`src/rtl/core/frustum_cull_test_top_assert.svh`:
```
// ---------------------------------------------------------------------------
// Assertion macros for the frustum cull test block.
// Both macros sample on clk_i and are disabled while rst_ni is low.
// ---------------------------------------------------------------------------
`ifndef FRUSTUM_CULL_TEST_TOP_ASSERT_SVH
`define FRUSTUM_CULL_TEST_TOP_ASSERT_SVH

// The consequent must hold in the same cycle as the antecedent.
`define FCT_ASSERT_NOW(lbl, ante, cons, msg) \
  lbl: assert property (@(posedge clk_i) disable iff (!rst_ni) (ante) |-> (cons)) \
    else $error(msg);

// The consequent must hold in the cycle after the antecedent.
`define FCT_ASSERT_NEXT(lbl, ante, cons, msg) \
  lbl: assert property (@(posedge clk_i) disable iff (!rst_ni) (ante) |=> (cons)) \
    else $error(msg);

`endif

```
`src/rtl/core/fct_pkg.sv`:
```
`timescale 1ns / 1ps
// ---------------------------------------------------------------------------
// fct_pkg
// Shared types and constants of the frustum cull test pipeline.
// ---------------------------------------------------------------------------
package fct_pkg;

  // Six planes, each a 64-bit register of four signed 16-bit fields.
  localparam int NUM_PLANES = 6;
  localparam int PLANE_W    = 64;
  localparam int FIELD_W    = 16;
  localparam int CFG_IDX_W  = 3;

  // Normals carry 14 fraction bits; distance and radius are aligned by this.
  localparam int NORM_FRAC  = 14;

  // Register indexes of the configuration port.
  localparam logic [CFG_IDX_W-1:0] PLANE_LEFT   = 3'd0;
  localparam logic [CFG_IDX_W-1:0] PLANE_RIGHT  = 3'd1;
  localparam logic [CFG_IDX_W-1:0] PLANE_BOTTOM = 3'd2;
  localparam logic [CFG_IDX_W-1:0] PLANE_TOP    = 3'd3;
  localparam logic [CFG_IDX_W-1:0] PLANE_NEAR   = 3'd4;
  localparam logic [CFG_IDX_W-1:0] PLANE_FAR    = 3'd5;

  // Test kind carried in the input tuser.
  localparam logic FUNC_BOX    = 1'b0;
  localparam logic FUNC_SPHERE = 1'b1;

  // One plane as held in its register, most significant field first.
  typedef struct packed {
    logic signed [FIELD_W-1:0] distance;
    logic signed [FIELD_W-1:0] nz;
    logic signed [FIELD_W-1:0] ny;
    logic signed [FIELD_W-1:0] nx;
  } plane_t;

  // Load enables of the two stages inside the plane evaluator.
  typedef struct packed {
    logic s2_en;
    logic s3_en;
  } fct_adv_t;

endpackage

```
`src/rtl/core/fct_pdot.sv`:
```
`timescale 1ns / 1ps
// ---------------------------------------------------------------------------
// fct_pdot
// One plane's signed distance: products in stage two, then the exact sum and
// its sign in stage three. A negative sum rejects the volume.
// ---------------------------------------------------------------------------
module fct_pdot
  import fct_pkg::*;
#(
  parameter int COORD_WIDTH = 16,
  parameter int TERM_W      = 17
) (
  input  logic                          clk_i,
  input  fct_adv_t                      adv_i,
  input  plane_t                        plane_i,
  input  logic signed [COORD_WIDTH-1:0] vx_i,
  input  logic signed [COORD_WIDTH-1:0] vy_i,
  input  logic signed [COORD_WIDTH-1:0] vz_i,
  input  logic signed [TERM_W-1:0]      term_i,
  output logic                          reject_o
);

  localparam int PROD_W = COORD_WIDTH + FIELD_W;
  localparam int ACC_W  = (COORD_WIDTH + 19 > 32) ? COORD_WIDTH + 19 : 32;

  logic signed [PROD_W-1:0] px_d, py_d, pz_d;
  logic signed [PROD_W-1:0] px_q, py_q, pz_q;
  logic signed [TERM_W-1:0] term_q;
  logic signed [ACC_W-1:0]  sum_d;

  // Stage two: one multiplier per axis.
  assign px_d = PROD_W'(plane_i.nx) * PROD_W'(vx_i);
  assign py_d = PROD_W'(plane_i.ny) * PROD_W'(vy_i);
  assign pz_d = PROD_W'(plane_i.nz) * PROD_W'(vz_i);

  always_ff @(posedge clk_i) begin
    if (adv_i.s2_en) begin
      px_q   <= px_d;
      py_q   <= py_d;
      pz_q   <= pz_d;
      term_q <= term_i;
    end
  end

  // Stage three: exact sum with the term aligned to the product fraction.
  assign sum_d = ACC_W'(px_q) + ACC_W'(py_q) + ACC_W'(pz_q)
               + (ACC_W'(term_q) <<< NORM_FRAC);

  always_ff @(posedge clk_i) begin
    if (adv_i.s3_en) begin
      reject_o <= sum_d[ACC_W-1];
    end
  end

endmodule

```
`config.mk`:
```
export PLATFORM = sky130hd
export DESIGN_NAME = fct_pdot
export DESIGN_NICKNAME = d
export VERILOG_FILES = /design/src/rtl/core/frustum_cull_test_top_assert.svh /design/src/rtl/core/fct_pkg.sv /design/src/rtl/core/fct_pdot.sv
export SDC_FILE = /design/constraint.sdc
export NUM_CORES = 2
export LEC_CHECK = 0
export ABC_AREA = 1
export BUFFER_PORTS_ARGS = -buffer_cell sky130_fd_sc_hd__buf_2
export CORE_UTILIZATION = 35
export DETAILED_ROUTE_END_ITERATION = 6
export PLACE_DENSITY_LB_ADDON = 0.2
export SYNTH_ARGS = -nofsm -noshare
export SYNTH_HDL_FRONTEND = slang
export SYNTH_SLANG_ARGS = --single-unit
```
`constraint.sdc`:
```
create_clock -name clk_i -period 7.3 [get_ports clk_i]
set_input_delay 0.365 -clock clk_i [delete_from_list [all_inputs] [get_ports clk_i]]
set_output_delay 0.365 -clock clk_i [all_outputs]
set_load 0.1 [all_outputs]
```
---- Word-level counts from Yosys, hierarchy flattened ----
Index checks and enable logic that the tools add are counted.
storage, ports and cells
  bits in latches ......................... 0
  input port bits ......................... 132
  bits in read-only memories .............. 0
  memories kept ........................... 0
  register bits after elaboration ......... 114
  output and inout port bits .............. 1
  word-level logic and storage cells ...... 11
  memory bits (writable) .................. 0
cells by class
  add/subtract/negate cells ............... 3
  eq/ne operators ......................... 0
  shift operators ......................... 0
  reduce and logical (&&, ||, !) cells .... 0
  div/mod/pow operators ................... 0
  mux-type cells .......................... 0
  bitwise logic cells ..................... 0
  multipliers ............................. 3
  $lt $le $gt $ge ......................... 0
operators with widths
  operator                      count
  multiplier 16 x 16 -> 32 bit  3
  adder 34 x 31 -> 35 bit       1
  adder 33 x 32 -> 34 bit       1
  adder 32 x 32 -> 33 bit       1

---- Depth between registers and ports, before layout ----
  word-level depth ........................ 3
  depth in mapped cells ................... 27
  mapped depth without buffers ............ 25

---- Worst setup path after synthesis ----
No wires, ideal clock.
  path type ............................... input port to flip-flop
  start point ............................. input port vy_i[3]
  end point ............................... register py_q[31], data pin
  data required time ...................... 7.048 ns
  path buffers ............................ 2
  slack ................................... 1.644 ns
  data arrival time ....................... 5.404 ns
  library setup time ...................... 0.252 ns
  cell stages on the path ................. 22
  cell sequence ........................... clkbuf_1 > clkbuf_1 > nand2_1 > inv_1 > fa_1 > fa_1 > inv_1 > fa_1 > fa_1 > fa_1 > fa_1 > inv_1 > ha_1 > nand2_1 > nor3_1 > nand2_1 > nor3_1 > nand2_1 > nand2_1 > inv_1 > nand2_1 > nand2_1
on the way
  cells in the longest elaborated chain, start to end .. 1
ends and longest elaborated chain
  element                       line            source
  start, declared               fct_pdot.sv:17  input logic signed [COORD_WIDTH-1:0] vy_i,
  multiplier 16 x 16 -> 32 bit  fct_pdot.sv:33  assign py_d = PROD_W'(plane_i.ny) * PROD_W'(vy_i);
  via py_d[31]                  fct_pdot.sv:26  logic signed [PROD_W-1:0] px_d, py_d, pz_d;
  end signal, assigned          fct_pdot.sv:39  py_q <= py_d;
  end, declared                 fct_pdot.sv:27  logic signed [PROD_W-1:0] px_q, py_q, pz_q;
The timed path passes the listed nets, and every way through them passes these cells.
A chain may end at the register's enable or synchronous reset.

---- Final worst setup path ----
  start point ............................. input port vy_i[1]
  end point ............................... register py_q[31], data pin
The elaborated chain is that of the path after synthesis.

==> results.yml <==
clock_network:
  clockBufferDepth: 2
  clk_latency_ns: 0.43
  cts.sinks: 114
  post_cts_buffers: 0
  cts_root_buf: "clkbuf_16"
  h-tree-depth: 4
  cts_resized: 0
  hold_buffers: 0
  cts_buffers: 17
  cts.clk_slew.worst_paths_ns: 0.07
  cts_tree: "built"
timing:
  rsz0062_at_grt: "false"
  setup-violations-final: 0
  fmax_mhz: 174
  min_period_over_period_pct: 78.7
  finalSetupTns_ns: 0
  hold_violations: 0
  min_period_ns: 5.75
  fin_skew_ns: 0.0123
  worst_pin_slew_ns: 0.790
  timing.slew.headroom_pct: 47.4
  holdWs_ns: 0.102
  drv_slew: 0
die:
  num_io_pins: 133
  initial_core_util_pct: 35.3
  die_x_um: 325
  die_area_sq_mm: 0.106
  rows: 118
  fp.coreArea_sq_mm: 0.103
  fp.dieH_um: 325
yosys:
  synth_edf_count: 114
  yosysSeqAreaShare_pct: 9.37
  synth_cell_types: 42
  synth_area_sq_mm: 0.0365
  avgSynthCellArea_sq_um: 8.48
  synth_seq_cells: 114
  synth_warnings: 0
  synth_top_cell_area_share_pct: 45.8
  synthMostInstantiatedCell: "inv_1"
  synthArstFlopShare_pct: 0
  yosys_most_used_dff: "edfxtp_1"
  synth_top_cell_by_area: "fa_1"
  syn-instance-count: 4311
  synth_area_leaders: "fa_1 46%, inv_1 13%, nand2_1 10%"
  synth.top_cells.by_count: "1,301 x inv_1, 993 x nand2_1, 836 x fa_1, 290 x ha_1, 169 x clkbuf_1"
  syn_nets: 5569
route:
  ant_nets: 0
  avgViaCountPerCell: 4.52
  post-route-drc-count: 0
  drtIter0Drc: 1232
  first_pass_iters: 6
  wirelength_um: 86400
  wl_per_cell_um: 15.2
  vias: 25614
worst_setup_path:
  rr_worst_depth: 10
  r2r_setup_slack_ns: 4.29
  crit_required_ns: 7.50
  critPathMaxFanout: 16
  r2r-end: "reject_o$_DFFE_PP_"
  crit_type: "input pin to flip-flop"
  startpoint_type: "input pin"
  reg2reg_from: "px_q[31]$_DFFE_PP_"
  crit_path_end_kind: "flip-flop"
  worstPathArrival_ns: 5.94
worst_hold_path:
  min_path_cells: 1
  hp-class: "input pin to flip-flop"
  hold_end: "term_q[13]$_DFFE_PP_"
  holdCritStartpoint: "term_i[13]"
place:
  gp_congestion: 0.859
  dpl.hpwl_um: 74700
  port-buffer-count: 116
run_status:
  status: "finished clean"
finish:
  drive_gt1_share_pct: 4.57
  n_fill_cell: 10718
  multiInputGateArea_sq_mm: 0.0276
  syn_to_final_growth_pct: 6.19
  final-seq-area_sq_mm: 0.00342
  fin_nets: 5534
  diodes: 0
grt:
  grt_pass1_vias: 28155
  track_usage_pct: 17.5
  grt-ovfl-total: 0
  grt_pass1_wl_um: 149000
  grt_start_max_net_pins: 65
  grt_antenna_before_repair: 8
run:
  cap_viol_max_count: 0
registers in the layout (all words and copies together) (netlist names):
signal	count
reject_o	1
px_q	32
term_q	17
pz_q	32
py_q	32
placed cells by master, fill, tap and decap left out, types with 3 or more instances in the layout:
| cell type | count |
|---|---|
| and3_1 | 3 |
| ha_1 | 290 |
| o21ai_1 | 12 |
| nor2_4 | 3 |
| nor3_1 | 15 |
| edfxtp_1 | 114 |
| a21boi_2 | 3 |
| or2_1 | 3 |
| inv_2 | 4 |
| o21bai_1 | 15 |
| fa_1 | 836 |
| nor4_1 | 3 |
| a31oi_1 | 6 |
| o21ai_0 | 46 |
| a21o_1 | 18 |
| clkbuf_16 | 17 |
| nor2_2 | 5 |
| a21oi_1 | 103 |
| or2_2 | 16 |
| xnor2_1 | 32 |
| nor2_1 | 135 |
| inv_8 | 4 |
| nand2_2 | 6 |
| inv_6 | 8 |
| a21boi_0 | 6 |
| xor2_1 | 61 |
| o21a_1 | 4 |
| inv_1 | 1301 |
| o21ai_2 | 4 |
| nand4_1 | 27 |
| buf_2 | 115 |
| nand3_1 | 61 |
| nand2_1 | 993 |
worst max-delay path, cell delays in order:
cell	delay [ns]
buf_2	0.32
nand2_1	0.15
inv_1	0.14
fa_1	0.58
fa_1	0.87
fa_1	0.52
fa_1	0.51
fa_1	0.49
inv_1	0.05
fa_1	0.47
inv_1	0.04
ha_1	0.34
a21oi_1	0.23
o21ai_0	0.19
a21oi_1	0.25
nor2_1	0.07
nor2_1	0.08
nand2_1	0.12
nand3_1	0.11
nand2_1	0.05
metal layers:
metal | part of all wire, % | vias to the layer above | global-route usage [%]
met5 | 0.12 | - | 0
met4 | 1.2 | 16 | 2.90
met3 | 3.5 | 73 | 1.92
met2 | 48 | 379 | 29.3
met1 | 47 | 12910 | 24.8
li1 | - | 12236 | -
stage by stage:
step / setup slack (ns) / cells / util [%] / area, sq um
4_1_cts: 1.56 / 5669 / 37.5 / 38800
6_report: 1.55 / 5669 / 37.5 / 38800
3_3_place_gp: 1.09 / 5637 / 36.9 / 38200
5_1_grt: 1.16 / 5669 / 37.5 / 38800
2_1_floorplan: 1.64 / 4311 / - / 36500
3_5_place_dp: 1.08 / 5637 / 36.9 / 38200
how the worst max path moves through the flow:
stage                 start                 end  slack (ns)  cells after the start
floorplan           vy_i[3]  py_q[31]$_DFFE_PP_        1.64                     22
global placement    vz_i[1]  pz_q[28]$_DFFE_PP_        1.09                     19
detailed placement  vz_i[1]  pz_q[28]$_DFFE_PP_        1.08                     19
CTS                 vz_i[1]  pz_q[28]$_DFFE_PP_        1.56                     19
global route        vz_i[1]  pz_q[28]$_DFFE_PP_        1.16                     19
finish              vy_i[1]  py_q[31]$_DFFE_PP_        1.55                     20
cell families after synthesis:
group | synth area share, %
buffers and inverters | 15.2
AO/OA/AOI/OAI | 3.49
adder cells (fa/ha/maj) | 55.7
AND/OR/NAND/NOR | 14.0
flip-flops | 9.37
XOR/XNOR | 2.23
final cells by class:
class                      instances  share of cell area [%]
clock buffer                      17                    1.10
clock inverter                    15                   0.413
timing repair buffer             117                    1.52
multi-input combinational       2721                    71.1
sequential                       114                    8.82
inverter                        1305                    12.6
tap                             1380                    4.45
Power is left out: the tool's default activity adds up to more than one toggle a clock period on the data nets, which glitch-free logic cannot reach.
