File: src/rtl/core/frustum_cull_test_top_assert.svh
// ---------------------------------------------------------------------------
// Assertion macros for the frustum cull test block.
// Both macros sample on clk_i and are disabled while rst_ni is low.
// ---------------------------------------------------------------------------
`ifndef FRUSTUM_CULL_TEST_TOP_ASSERT_SVH
`define FRUSTUM_CULL_TEST_TOP_ASSERT_SVH

// The consequent must hold in the same cycle as the antecedent.
`define FCT_ASSERT_NOW(lbl, ante, cons, msg) \
  lbl: assert property (@(posedge clk_i) disable iff (!rst_ni) (ante) |-> (cons)) \
    else $error(msg);

// The consequent must hold in the cycle after the antecedent.
`define FCT_ASSERT_NEXT(lbl, ante, cons, msg) \
  lbl: assert property (@(posedge clk_i) disable iff (!rst_ni) (ante) |=> (cons)) \
    else $error(msg);

`endif

File: src/rtl/core/fct_pkg.sv
`timescale 1ns / 1ps
// ---------------------------------------------------------------------------
// fct_pkg
// Shared types and constants of the frustum cull test pipeline.
// ---------------------------------------------------------------------------
package fct_pkg;

  // Six planes, each a 64-bit register of four signed 16-bit fields.
  localparam int NUM_PLANES = 6;
  localparam int PLANE_W    = 64;
  localparam int FIELD_W    = 16;
  localparam int CFG_IDX_W  = 3;

  // Normals carry 14 fraction bits; distance and radius are aligned by this.
  localparam int NORM_FRAC  = 14;

  // Register indexes of the configuration port.
  localparam logic [CFG_IDX_W-1:0] PLANE_LEFT   = 3'd0;
  localparam logic [CFG_IDX_W-1:0] PLANE_RIGHT  = 3'd1;
  localparam logic [CFG_IDX_W-1:0] PLANE_BOTTOM = 3'd2;
  localparam logic [CFG_IDX_W-1:0] PLANE_TOP    = 3'd3;
  localparam logic [CFG_IDX_W-1:0] PLANE_NEAR   = 3'd4;
  localparam logic [CFG_IDX_W-1:0] PLANE_FAR    = 3'd5;

  // Test kind carried in the input tuser.
  localparam logic FUNC_BOX    = 1'b0;
  localparam logic FUNC_SPHERE = 1'b1;

  // One plane as held in its register, most significant field first.
  typedef struct packed {
    logic signed [FIELD_W-1:0] distance;
    logic signed [FIELD_W-1:0] nz;
    logic signed [FIELD_W-1:0] ny;
    logic signed [FIELD_W-1:0] nx;
  } plane_t;

  // Load enables of the two stages inside the plane evaluator.
  typedef struct packed {
    logic s2_en;
    logic s3_en;
  } fct_adv_t;

endpackage

File: src/rtl/core/fct_vsel.sv
`timescale 1ns / 1ps
// ---------------------------------------------------------------------------
// fct_vsel
// First stage: picks per plane the positive box vertex or the sphere centre,
// and forms the constant term (plane distance, plus radius for spheres).
// ---------------------------------------------------------------------------
module fct_vsel
  import fct_pkg::*;
#(
  parameter int COORD_WIDTH = 16,
  parameter int TERM_W      = 17
) (
  input  logic                          clk_i,
  input  logic                          en_i,
  input  plane_t                        planes_i [NUM_PLANES],
  input  logic                          func_i,
  input  logic signed [COORD_WIDTH-1:0] lo_x_i,
  input  logic signed [COORD_WIDTH-1:0] lo_y_i,
  input  logic signed [COORD_WIDTH-1:0] lo_z_i,
  input  logic signed [COORD_WIDTH-1:0] hi_x_i,
  input  logic signed [COORD_WIDTH-1:0] hi_y_i,
  input  logic signed [COORD_WIDTH-1:0] hi_z_i,
  input  logic        [COORD_WIDTH-2:0] radius_i,
  output logic signed [COORD_WIDTH-1:0] vx_o [NUM_PLANES],
  output logic signed [COORD_WIDTH-1:0] vy_o [NUM_PLANES],
  output logic signed [COORD_WIDTH-1:0] vz_o [NUM_PLANES],
  output logic signed [TERM_W-1:0]      term_o [NUM_PLANES]
);

  logic signed [COORD_WIDTH-1:0] vx_d [NUM_PLANES];
  logic signed [COORD_WIDTH-1:0] vy_d [NUM_PLANES];
  logic signed [COORD_WIDTH-1:0] vz_d [NUM_PLANES];
  logic signed [TERM_W-1:0]      term_d [NUM_PLANES];
  logic signed [TERM_W-1:0]      rad_ext;
  logic                          is_box;

  // The radius is non-negative, so it is zero-extended into the term width.
  assign rad_ext = $signed({{(TERM_W-COORD_WIDTH+1){1'b0}}, radius_i});
  assign is_box  = (func_i == FUNC_BOX);

  // Vertex choice: for a box, hi where the normal component is non-negative, else lo; a sphere always takes lo.
  always_comb begin
    for (int p = 0; p < NUM_PLANES; p++) begin
      vx_d[p]   = (is_box && !planes_i[p].nx[FIELD_W-1]) ? hi_x_i : lo_x_i;
      vy_d[p]   = (is_box && !planes_i[p].ny[FIELD_W-1]) ? hi_y_i : lo_y_i;
      vz_d[p]   = (is_box && !planes_i[p].nz[FIELD_W-1]) ? hi_z_i : lo_z_i;
      term_d[p] = TERM_W'(planes_i[p].distance) + (is_box ? TERM_W'(0) : rad_ext);
    end
  end

  // Stage one payload registers.
  always_ff @(posedge clk_i) begin
    if (en_i) begin
      vx_o   <= vx_d;
      vy_o   <= vy_d;
      vz_o   <= vz_d;
      term_o <= term_d;
    end
  end

endmodule

File: config.mk
export PLATFORM = sky130hd
export DESIGN_NAME = fct_vsel
export DESIGN_NICKNAME = d
export VERILOG_FILES = /design/src/rtl/core/frustum_cull_test_top_assert.svh /design/src/rtl/core/fct_pkg.sv /design/src/rtl/core/fct_vsel.sv
export SDC_FILE = /design/constraint.sdc
export NUM_CORES = 1
export LEC_CHECK = 0
export BUFFER_PORTS_ARGS = -buffer_cell sky130_fd_sc_hd__buf_2
export CORE_AREA = 2 2 349 351
export CTS_CLUSTER_DIAMETER = 120
export DETAILED_ROUTE_END_ITERATION = 10
export DIE_AREA = 0 0 351 353
export SETUP_SLACK_MARGIN = 0.02
export SKIP_LAST_GASP = 1
export SLEW_MARGIN = 30
export SYNTH_ARGS = -nofsm -noshare
export SYNTH_HDL_FRONTEND = slang
export SYNTH_SLANG_ARGS = --single-unit
export TNS_END_PERCENT = 50
File: constraint.sdc
create_clock -name clk_i -period 6.2 [get_ports clk_i]
set_input_delay 1.24 -clock clk_i [delete_from_list [all_inputs] [get_ports clk_i]]
set_output_delay 1.24 -clock clk_i [all_outputs]
set_load 0.02 [all_outputs]
Word-level counts from Yosys, hierarchy flattened
Cells that the tools add are included.
{ "op_classes": {"n_addsub": 6, "n_mux": 19, "n_bitwise": 1, "reduce_logical": 36} }
{ "op_table": {"columns": ["op", "n"], "rows": [
  ["$mux W16", 18],
  ["$add A16 B16 Y17", 6],
  ["$logic_and A1 B1 Y1", 18],
  ["$logic_not A1 Y1", 18],
  ["$mux W15", 1],
  ["$not A1 Y1", 1]
]} }
{ "word_totals": {"register_bits": 390, "input_bits": 498, "output_inout_bits": 390, "word_cells": 86} }

Logic depth before layout (Yosys ltp)
{ "depth": {"ltp_word": 3, "depth_mapped": 17, "mapped_depth_nobuf": 11} }

Least setup slack after synthesis
No wires, ideal clock.
{ "synth_path": {"path_type": "input to register", "startpoint": "input port func_i", "endpoint": "register term_o[14] (netlist bit), data pin", "arrival_ns": 4.632, "path_slack_ns": 1.297, "path_stages": 17, "path_buffers": 6, "path_cell_list": "buf_4 buf_2 buf_2 buf_2 buf_2 clkbuf_1 and2_1 ha_1 ha_1 a21oi_1 maj3_1 o22a_1 o221ai_1 nand3_1 o31ai_2 mux2i_1 o2111ai_1"} }
{ "synth_rtl": {"columns": ["element", "line_no", "source"], "rows": [
  ["from (decl)", "fct_vsel.sv:16", "input logic func_i,"],
  ["to (signal assigned)", "fct_vsel.sv:57", "term_o <= term_d;"],
  ["to (decl)", "fct_vsel.sv:27", "output logic signed [TERM_W-1:0] term_o [NUM_PLANES]"]
]} }

==> impl_results.md <==
* RSZ-0062 raised after global routing: no
* Worst rel slew slack at between 30 and 40%
* Synth Register Bits at ~400
* Most used DFF post-synth: edfxtp_1
* Avg Cell Area, Syn at approximately 13 um^2
* Syn Nets at between 2,000 and 2,500
* Slew @ Worst Pin at 1.01 ns
* Slew Viols, Final at 0
* Placer Congestion at roughly 0.83
* CP arrival at about 4.7 ns
* Register area at 11,700 um^2
* H-tree level count at 2
* Fmax at 226 MHz
* Clock tree from TritonCTS: yes
* Max_cap viols at 0
* Vias at roughly 17,000
* Multi-input combinational cell area at 9100 um^2
* Routed wire length at 86,700 um
* Crit path launch type: primary input
* Sequential share of the synthesized area at a little over half
* Finished Cell Area at 27,900 um^2
* Drt via density at between 4 and 5
* Core ar. at approximately 120,000 um^2
* CTS Hold Bufs at 0
* Layout cells sized above 1 at between 40% and 50%
* Tmin final at between 4 and 5 ns
* Layout area overhead at 30.4%
* Boundary Pins at between 800 and 900
* Postcts setup bufs at 0
* Critical Path Start: radius_i[1]
* Port Buffers at ~600
* Number of global-route vias before repair at roughly 16,000
* Drt pass-1 iters at 5
* DPL Wire Length at 67,500 um
* First-pass GRT wire length at around 120,000 um
* Post-route DRC at 0
* Placed cell area at roughly 26,000 um^2
* Clock sinks at 390
* Power Dens Cells at 282 nW/um^2
* CP max FO at 23
* LEAKAGE at roughly 11 nW
* CP Capture Type: register
* Die area at approximately 120,000 um^2
* Die Wd at about 350 um
* Netlist Area Pre-Place at 21,400 um^2
* Largest net degree at the start of global routing at ~160
* # rows at roughly 130
* TritonCTS buffer count at 48
* Final hold viol count at 0
* WL per Instance at approximately 22 um
* TNS Setup at 0 ns
* GRT Residual Overflow at 0
* Cells after Synth at 1,675
* Antenna viol nets, final at 0
* Period utilization at between 70 and 80%
* HP Start: planes_i[368]
* Post-synth cell types at between 80 and 90
* Initial Utilization at between 10% and 20%
* Final Setup Violations at 0
* Nets at around 2,800
* YS warnings at 0
* Synth async-reset ratio at 0%
* Peak VDD IR at 184 uV
* Initial drt markers at ~1,200
* Worst Path Required at around 6.5 ns
* Post-CTS Resized at 0
* GRT Resource Usage Total at a little over an eighth
* Clock tree root driver cell: clkbuf_16
* Critical path class: primary input to register
* Outcome: complete, no violations
* Initial antenna violation count at 35
* WHS Path Cells at 2
* HP Class: primary input to register
* Clock Path Buffers at 3
* Die Y at 353 um
* Hold Path Sink: term_o[85]
* Fill count at 12,922
* CTS clk-pin slew, worst paths at about 0.06 ns
* EDFF count, synth at between 300 and 400
## how the worst max path moves through the flow
stage	endpoint	slack, ns	cells past startpoint
after CTS	term_o[48]	1.76	12
after global routing	term_o[48]	1.52	12
after global placement	term_o[48]	1.15	12
final	term_o[48]	1.77	12
after floorplan	term_o[14]	1.30	17
after detailed placement	term_o[48]	1.07	12
## cells by family (layout without fill, tap and decap cells)
logic type                 Yosys count  in the layout  synth area share, %
buffers and inverters              148            778                 3.02
other                                0              8                    0
muxes                              294            294                 15.4
adders and majority gates           55             55                 3.13
DFF                                390            390                 54.7
AOI/OAI and AO/OA                  357            357                 11.6
and+or+nand+nor                    310            310                 7.17
xor gates and xnor gates           121            121                 4.95
## where the power goes
part	switching (mW)	total, mW	internal (mW)	leakage [nW]
Combinational	1.16	1.76	0.596	5.94
Clock	1.20	2.78	1.58	0.755
Sequential	0.0739	3.32	3.24	3.82
Total	2.44	7.86	5.42	10.5
## routing by layer
metal | GRT usage, % | share of wire (%) | routed length (um) | vias to the layer above
met1 | 15.3 | 39 | 33700 | 8029
met3 | 7.08 | 13 | 11000 | 185
met4 | 4.33 | 3.3 | 2900 | 46
li1 | - | - | - | 7663
met5 | 0 | 0.31 | 267 | -
met2 | 21.3 | 45 | 38900 | 708
## final cells by class
cell class | instances | share of cell area [%]
antenna | 8 | 0.0717
inverter | 45 | 0.605
multi-input combinational | 1137 | 32.6
clock inverter | 34 | 1.07
sequential | 390 | 42.0
timing repair buffer | 645 | 12.0
clock buffer | 54 | 4.46
tap | 1625 | 7.28
## synthesized netlist by cell type, types with 20 or more instances
| master | n | area share [%] |
|---|---|---|
| a21oi_1 | 80 | 1.9 |
| a32oi_1 | 21 | 0.86 |
| buf_2 | 41 | 0.96 |
| clkbuf_1 | 46 | 0.81 |
| edfxtp_1 | 390 | 55 |
| ha_1 | 48 | 2.8 |
| inv_1 | 40 | 0.70 |
| mux2_2 | 290 | 15 |
| nand2_1 | 70 | 1.2 |
| nand3_1 | 29 | 0.68 |
| nor2_1 | 89 | 1.6 |
| nor3_1 | 21 | 0.49 |
| o21ai_0 | 63 | 1.5 |
| xnor2_1 | 101 | 4.1 |
| xor2_1 | 20 | 0.82 |
## worst max-delay path, cell delays in order
cell       delay, ns
buf_2           0.32
nand2_1         0.36
xnor2_1         0.26
ha_1            0.23
a21oi_1         0.09
a2111oi_0       0.46
o22ai_1         0.32
o2111ai_1       0.28
nand3_1         0.13
o211ai_1        0.49
or4b_1          0.20
o2111ai_1       0.29
## through the flow
| step | hold slack (ns) | setup slack [ns] | power, mW | std cells | utilization (%) |
|---|---|---|---|---|---|
| after CTS | 0.859 | 1.76 | 7.99 | 3930 | 23.1 |
| after global placement | 1.55 | 1.15 | 5.14 | 3842 | 21.8 |
| after global routing | 0.878 | 1.52 | 8.22 | 3933 | 23.1 |
| after detailed placement | 1.54 | 1.07 | 5.14 | 3842 | 21.8 |
| after floorplan | 1.35 | 1.30 | 4.37 | 1675 | - |
| final | 0.927 | 1.77 | 7.86 | 3938 | 23.1 |
## sequential cells by signal, summed over array words and instances (netlist names)
name    count
term_o    102
vx_o       96
vy_o       96
vz_o       96
## cell usage in the layout (no fill, tap or decap), types with 8 or more instances in the layout
| cell | instances |
|---|---|
| a21o_1 | 16 |
| a21oi_1 | 80 |
| a22oi_1 | 11 |
| a31oi_1 | 17 |
| a32oi_1 | 21 |
| and2_1 | 17 |
| and3_1 | 12 |
| buf_2 | 615 |
| buf_4 | 27 |
| clkbuf_16 | 49 |
| clkinv_1 | 10 |
| clkinv_2 | 13 |
| diode_2 | 8 |
| edfxtp_1 | 390 |
| ha_1 | 48 |
| inv_1 | 40 |
| mux2_2 | 290 |
| nand2_1 | 70 |
| nand2b_1 | 19 |
| nand3_1 | 29 |
| nand4_1 | 10 |
| nor2_1 | 77 |
| nor3_1 | 21 |
| o2111ai_1 | 8 |
| o211ai_1 | 12 |
| o21ai_0 | 63 |
| o21ai_1 | 8 |
| o21bai_1 | 13 |
| o22ai_1 | 12 |
| o32ai_1 | 14 |
| xnor2_1 | 101 |
| xor2_1 | 20 |
No activity file was read; power rests on OpenSTA's default activity.
